<file path="config.mk">
export PLATFORM = sky130hd
export DESIGN_NAME = imf3d_site_eval
export DESIGN_NICKNAME = d
export VERILOG_FILES = /design/src/hdl/imf3d_pkg.sv /design/src/hdl/imf3d_site_eval.sv
export SDC_FILE = /design/constraint.sdc
export NUM_CORES = 1
export LEC_CHECK = 0
export BUFFER_PORTS_ARGS = -buffer_cell sky130_fd_sc_hd__buf_2
export CAP_MARGIN = 10
export CORE_MARGIN = 5
export CORE_UTILIZATION = 45
export DETAILED_ROUTE_END_ITERATION = 10
export GPL_ROUTABILITY_DRIVEN = 0
export PLACE_DENSITY = 0.85
export SYNTH_ARGS = -nofsm -noshare
export SYNTH_HDL_FRONTEND = slang
export SYNTH_SLANG_ARGS = --single-unit
</file>
<file path="constraint.sdc">
create_clock -name vclk -period 11.6
set_input_delay 0.58 -clock vclk [all_inputs]
set_output_delay 0.58 -clock vclk [all_outputs]
set_load 0.01 [all_outputs]
</file>
<file path="src/hdl/imf3d_pkg.sv">
// ----------------------------------------------------------------------------
// imf3d_pkg
// Shared constants, types and helper functions for the 3D Ising flip block.
// ----------------------------------------------------------------------------
package imf3d_pkg;

  // Lattice dimensions.
  localparam int SIZE_X = 16;
  localparam int SIZE_Y = 16;
  localparam int SIZE_Z = 16;

  // Reduced coordinate widths.
  localparam int X_AW = $clog2(SIZE_X);
  localparam int Y_AW = $clog2(SIZE_Y);
  localparam int Z_AW = $clog2(SIZE_Z);

  // The store holds one x-row of spins per word.
  localparam int ROWS       = SIZE_Y * SIZE_Z;
  localparam int ROW_AW     = $clog2(ROWS);
  localparam int SITE_COUNT = SIZE_X * SIZE_Y * SIZE_Z;

  // Field widths.
  localparam int REQ_W     = 2;
  localparam int POS_W     = 4;
  localparam int RAND_W    = 16;
  localparam int THR_W     = 16;
  localparam int DE_W      = 5;
  localparam int MAG_W     = 14;
  localparam int CFG_IDX_W = 2;
  localparam int POS_VALS  = 2 ** POS_W;

  localparam logic signed [MAG_W-1:0] MAG_RESET = MAG_W'(SITE_COUNT);

  // Request codes.
  localparam logic [REQ_W-1:0] REQ_WRITE = 2'd0;
  localparam logic [REQ_W-1:0] REQ_FLIP  = 2'd1;
  localparam logic [REQ_W-1:0] REQ_READ  = 2'd2;

  // Configuration register indices.
  localparam logic [CFG_IDX_W-1:0] CFG_THR_4  = 2'd0;
  localparam logic [CFG_IDX_W-1:0] CFG_THR_8  = 2'd1;
  localparam logic [CFG_IDX_W-1:0] CFG_THR_12 = 2'd2;

  // Builds a lookup table of v mod size for every coordinate code.
  function automatic logic [POS_VALS-1:0][7:0] mod_table(int size);
    logic [POS_VALS-1:0][7:0] t;
    int r;
    for (int i = 0; i < POS_VALS; i++) begin
      r = i;
      while (r >= size) r = r - size;
      t[i] = 8'(r);
    end
    return t;
  endfunction

  localparam logic [POS_VALS-1:0][7:0] X_MOD = mod_table(SIZE_X);
  localparam logic [POS_VALS-1:0][7:0] Y_MOD = mod_table(SIZE_Y);
  localparam logic [POS_VALS-1:0][7:0] Z_MOD = mod_table(SIZE_Z);

  // Periodic neighbour coordinates.
  function automatic logic [7:0] inc_wrap(logic [7:0] v, int size);
    return (v == 8'(size - 1)) ? 8'd0 : v + 8'd1;
  endfunction

  function automatic logic [7:0] dec_wrap(logic [7:0] v, int size);
    return (v == 8'd0) ? 8'(size - 1) : v - 8'd1;
  endfunction

  // Row address of the (y, z) line of spins.
  function automatic logic [ROW_AW-1:0] row_addr(logic [Y_AW-1:0] y, logic [Z_AW-1:0] z);
    return ROW_AW'(z) * ROW_AW'(SIZE_Y) + ROW_AW'(y);
  endfunction

  // Rows read for one request.
  typedef struct packed {
    logic [SIZE_X-1:0] center;
    logic [SIZE_X-1:0] yp;
    logic [SIZE_X-1:0] ym;
    logic [SIZE_X-1:0] zp;
    logic [SIZE_X-1:0] zm;
  } rows_t;

  // Request context presented to the evaluator.
  typedef struct packed {
    logic [REQ_W-1:0]        req_type;
    logic [X_AW-1:0]         x;
    logic                    spin_in;
    logic [RAND_W-1:0]       rand_val;
    logic [THR_W-1:0]        thr_4;
    logic [THR_W-1:0]        thr_8;
    logic [THR_W-1:0]        thr_12;
    logic signed [MAG_W-1:0] mag;
  } eval_in_t;

  // Evaluator result.
  typedef struct packed {
    logic                    spin;
    logic                    accepted;
    logic signed [DE_W-1:0]  de;
    logic signed [MAG_W-1:0] mag;
    logic [SIZE_X-1:0]       row;
  } eval_out_t;

endpackage

</file>
<file path="src/hdl/imf3d_site_eval.sv">
// ----------------------------------------------------------------------------
// imf3d_site_eval
// Energy change, Metropolis decision and row update for one request.
// ----------------------------------------------------------------------------
module imf3d_site_eval (
  input  imf3d_pkg::eval_in_t  ctrl,
  input  imf3d_pkg::rows_t     rows,
  output imf3d_pkg::eval_out_t res
);
  import imf3d_pkg::*;

  logic [X_AW-1:0]         xp;
  logic [X_AW-1:0]         xm;
  logic                    s;
  logic [5:0]              nb;
  logic [2:0]              n_up;
  logic signed [5:0]       t;
  logic signed [5:0]       de6;
  logic                    is_flip;
  logic [THR_W-1:0]        thr;
  logic                    acc;
  logic                    new_spin;
  logic [SIZE_X-1:0]       row;
  logic signed [MAG_W-1:0] mag;

  // Neighbour spins: two from the centre row, four from the other rows.
  always_comb begin
    xp = X_AW'(inc_wrap(8'(ctrl.x), SIZE_X));
    xm = X_AW'(dec_wrap(8'(ctrl.x), SIZE_X));
    s  = rows.center[ctrl.x];
    nb = {rows.center[xp], rows.center[xm], rows.yp[ctrl.x], rows.ym[ctrl.x],
          rows.zp[ctrl.x], rows.zm[ctrl.x]};
    n_up = 3'($countones(nb));
  end

  // dE = 2*s*(2n - 6), that is 4n - 12 for an up spin and its negation otherwise.
  always_comb begin
    is_flip = (ctrl.req_type == REQ_FLIP);
    t   = $signed({1'b0, n_up, 2'b00}) - 6'sd12;
    de6 = s ? t : (6'sd0 - t);
    case (de6)
      6'sd4:   thr = ctrl.thr_4;
      6'sd8:   thr = ctrl.thr_8;
      default: thr = ctrl.thr_12;
    endcase
    acc = is_flip && ((de6 <= 6'sd0) || (ctrl.rand_val <= thr));
  end

  // New spin, updated row and magnetisation.
  always_comb begin
    if (ctrl.req_type == REQ_WRITE) begin
      new_spin = ctrl.spin_in;
    end else if (acc) begin
      new_spin = ~s;
    end else begin
      new_spin = s;
    end
    row = rows.center;
    row[ctrl.x] = new_spin;
    if (new_spin != s) begin
      mag = new_spin ? ctrl.mag + 14'sd2 : ctrl.mag - 14'sd2;
    end else begin
      mag = ctrl.mag;
    end
  end

  assign res.spin     = new_spin;
  assign res.accepted = acc;
  assign res.de       = is_flip ? de6[DE_W-1:0] : '0;
  assign res.mag      = mag;
  assign res.row      = row;

endmodule

</file>
==> results.cfg <==
[run_status]
status = complete, no violations

[route]
finalWirelength_um = 10900
ant_nets = 0
vias = 3654
post_drt_wl_per_cell_um = 18.1
dr.pass1.iters = 5
drc = 0
viasPerCell = 6.08
first_iter_violations = 185

[critical_path]
cp.required_ps = 11020
worstPathMaxFanout = 22
arrival_ps = 10010
end_kind = output port
critPathLaunch = ctrl[79]
slowest_stage = ha_1
path_delay_family = adder cells
worst-setup-path-type = input port to output port
cp_slowest_stage_delay_ps = 610
cp-start-kind = input port
critPathCapture = res[29]
critPathBufInv = 4
cp_common_cell = ha_1
cp_num_cells = 35

[yosys]
synth_top_area_share = 0.236
ys_top_cells_by_area = mux4_2 24%, ha_1 14%, a21oi_1 7.0%
seq_area_frac_synth = 0
synth_common_cells = 43 x a21oi_1, 34 x ha_1, 32 x mux4_2, 23 x nor2_1, 20 x mux2i_1
syn_area_per_cell_um2 = 8.82
synth_warnings = 0
syn_inst = 347
syn_area_um2 = 3060
synthMostInstantiatedCell = a21oi_1
yosysUniqueCellTypes = 51
synth_largest_area_cell = mux4_2

[pwr]
switching_share = 0.545
irDropWorstVdd_v = 0.0000745
p_leak_nw = 2.02
p_comb_frac = 1.000
pwr-share-clk = 0
internal_power_uw = 304
power_density_nw_per_um2 = 166
power_switching_uw = 364
p_seq_frac = 0

[sta]
finalMaxSlewViolations = 0
period_share = 0.913
fmax_mhz = 94.4
min_period_ps = 10590
rsz0062_at_grt = no
setup_violations = 0
relSlewSlack = 0.556
hold_viol = 0
setup_tns_ps = 0
worstMarginPinSlew_ps = 665

[placement]
placed_area_um2 = 4030
portBuffers = 198
dp_hpwl_um = 9300

[global_routing]
first_global_vias = 3593
grt_overflow = 0
grt_max_degree = 23
grt_antenna_before_repair = 1
grt_first_pass_wirelength_um = 17000
grt_util_all_layers = 0.237

[final_layout]
drive_above_1_share = 0.470
fin_nets = 726
post-route-util = 0.600
n_clock_buffer = 0
nFlopsAndLatches = 0
diodes = 0
area_growth_pct = 31.8
fin_area_um2 = 4030
seqCellArea_um2 = 0

[floorplanning]
fp.dieArea_um2 = 8550
ioPinCount = 202
core_area_um2 = 6720
row_count = 30
start_util = 0.455
die_w_um = 92.5
die_y_um = 92.5

[clock_tree]
cts_setup_buffers = 0

[flow_run]
cap_violations = 0

[worst_hold_path]
min_path_type = input port to output port
==> how the worst min path moves through the flow <==
| stage | startpoint | to | slack, ps | cells after the start |
|---|---|---|---|---|
| 2_1_floorplan | ctrl[1] | res[17] | 1240 | 1 |
| 3_3_place_gp | ctrl[0] | res[16] | 1160 | 0 |
| 3_5_place_dp | ctrl[0] | res[16] | 1160 | 0 |
| 4_1_cts | ctrl[0] | res[16] | 1160 | 0 |
| 5_1_grt | ctrl[0] | res[16] | 1160 | 0 |
| 6_report | ctrl[0] | res[16] | 1160 | 0 |
==> cell type report <==
type                            count  area, um^2
Inverter                           11        41.3
Tap cell                           80         100
Multi-Input combinational cell    310        2880
Fill cell                         585        2690
Timing Repair Buffer              200        1010
==> routing by layer <==
metal	global-route usage	vias to the layer above	wire length (um)
met5	0	-	13
met4	0.0371	2	204
met3	0.0357	24	1030
met2	0.438	229	5500
met1	0.294	1673	4110
li1	-	1726	-
==> cells by family (layout without fill, tap and decap cells) <==
kind of cell,count (synthesis),count (layout),share of synthesized area
mux,68,68,0.366
fa+ha+maj,38,38,0.165
compound gates,109,109,0.239
buf+inv,38,211,0.0593
simple gates,79,79,0.124
xor+xnor,14,14,0.0462
other cells,1,2,0.00123
==> metrics by stage <==
stage               cells  power [mW]  setup slack, ps  hold slack [ps]
finish                601       0.668             1010             1160
global route          601       0.749              213             1160
CTS                   601       0.666              740             1160
detailed placement    601       0.662              744             1160
global placement      601       0.635             1120             1160
floorplan             348       0.503             1540             1240
==> timing repair <==
action / in CTS / in global routing
endpoints found under the setup margin: 0 / 2
hold buffers: 0 / 0
resized for setup: 0 / 1
==> power groups by stage <==
stage          clock (mW)  combinational (mW)  sequential [mW]
3_3_place_gp            0               0.635                0
4_1_cts                 0               0.666                0
3_5_place_dp            0               0.662                0
5_1_grt                 0               0.749                0
2_1_floorplan           0               0.503                0
6_report                0               0.668                0
==> cell usage in the layout (no fill, tap or decap), types with 2 or more instances in the layout <==
| cell | Yosys | routed |
|---|---|---|
| nor2_1 | 23 | 22 |
| o21a_1 | 3 | 3 |
| mux2i_1 | 20 | 20 |
| a31oi_1 | 4 | 4 |
| o21ai_0 | 9 | 9 |
| mux2_1 | 10 | 10 |
| nor3_1 | 8 | 8 |
| mux4_2 | 32 | 32 |
| a22o_1 | 16 | 16 |
| inv_1 | 11 | 11 |
| o21bai_1 | 3 | 3 |
| ha_1 | 34 | 34 |
| or2_2 | 3 | 3 |
| nand3_1 | 7 | 7 |
| mux2_2 | 3 | 3 |
| xor2_1 | 5 | 5 |
| xnor2_1 | 8 | 8 |
| nor2b_1 | 5 | 5 |
| buf_2 | 1 | 198 |
| fa_1 | 4 | 4 |
| o31ai_1 | 3 | 3 |
| o211ai_1 | 3 | 3 |
| nand2_1 | 18 | 18 |
| or4_1 | 2 | 2 |
| and3_1 | 3 | 3 |
| buf_4 | 6 | 2 |
| a21o_1 | 5 | 5 |
| nand4_1 | 4 | 4 |
| a41oi_1 | 12 | 12 |
| a21oi_1 | 43 | 43 |
| conb_1 | 1 | 2 |
| a211oi_1 | 2 | 2 |
Power figures use the tool's default switching activity.
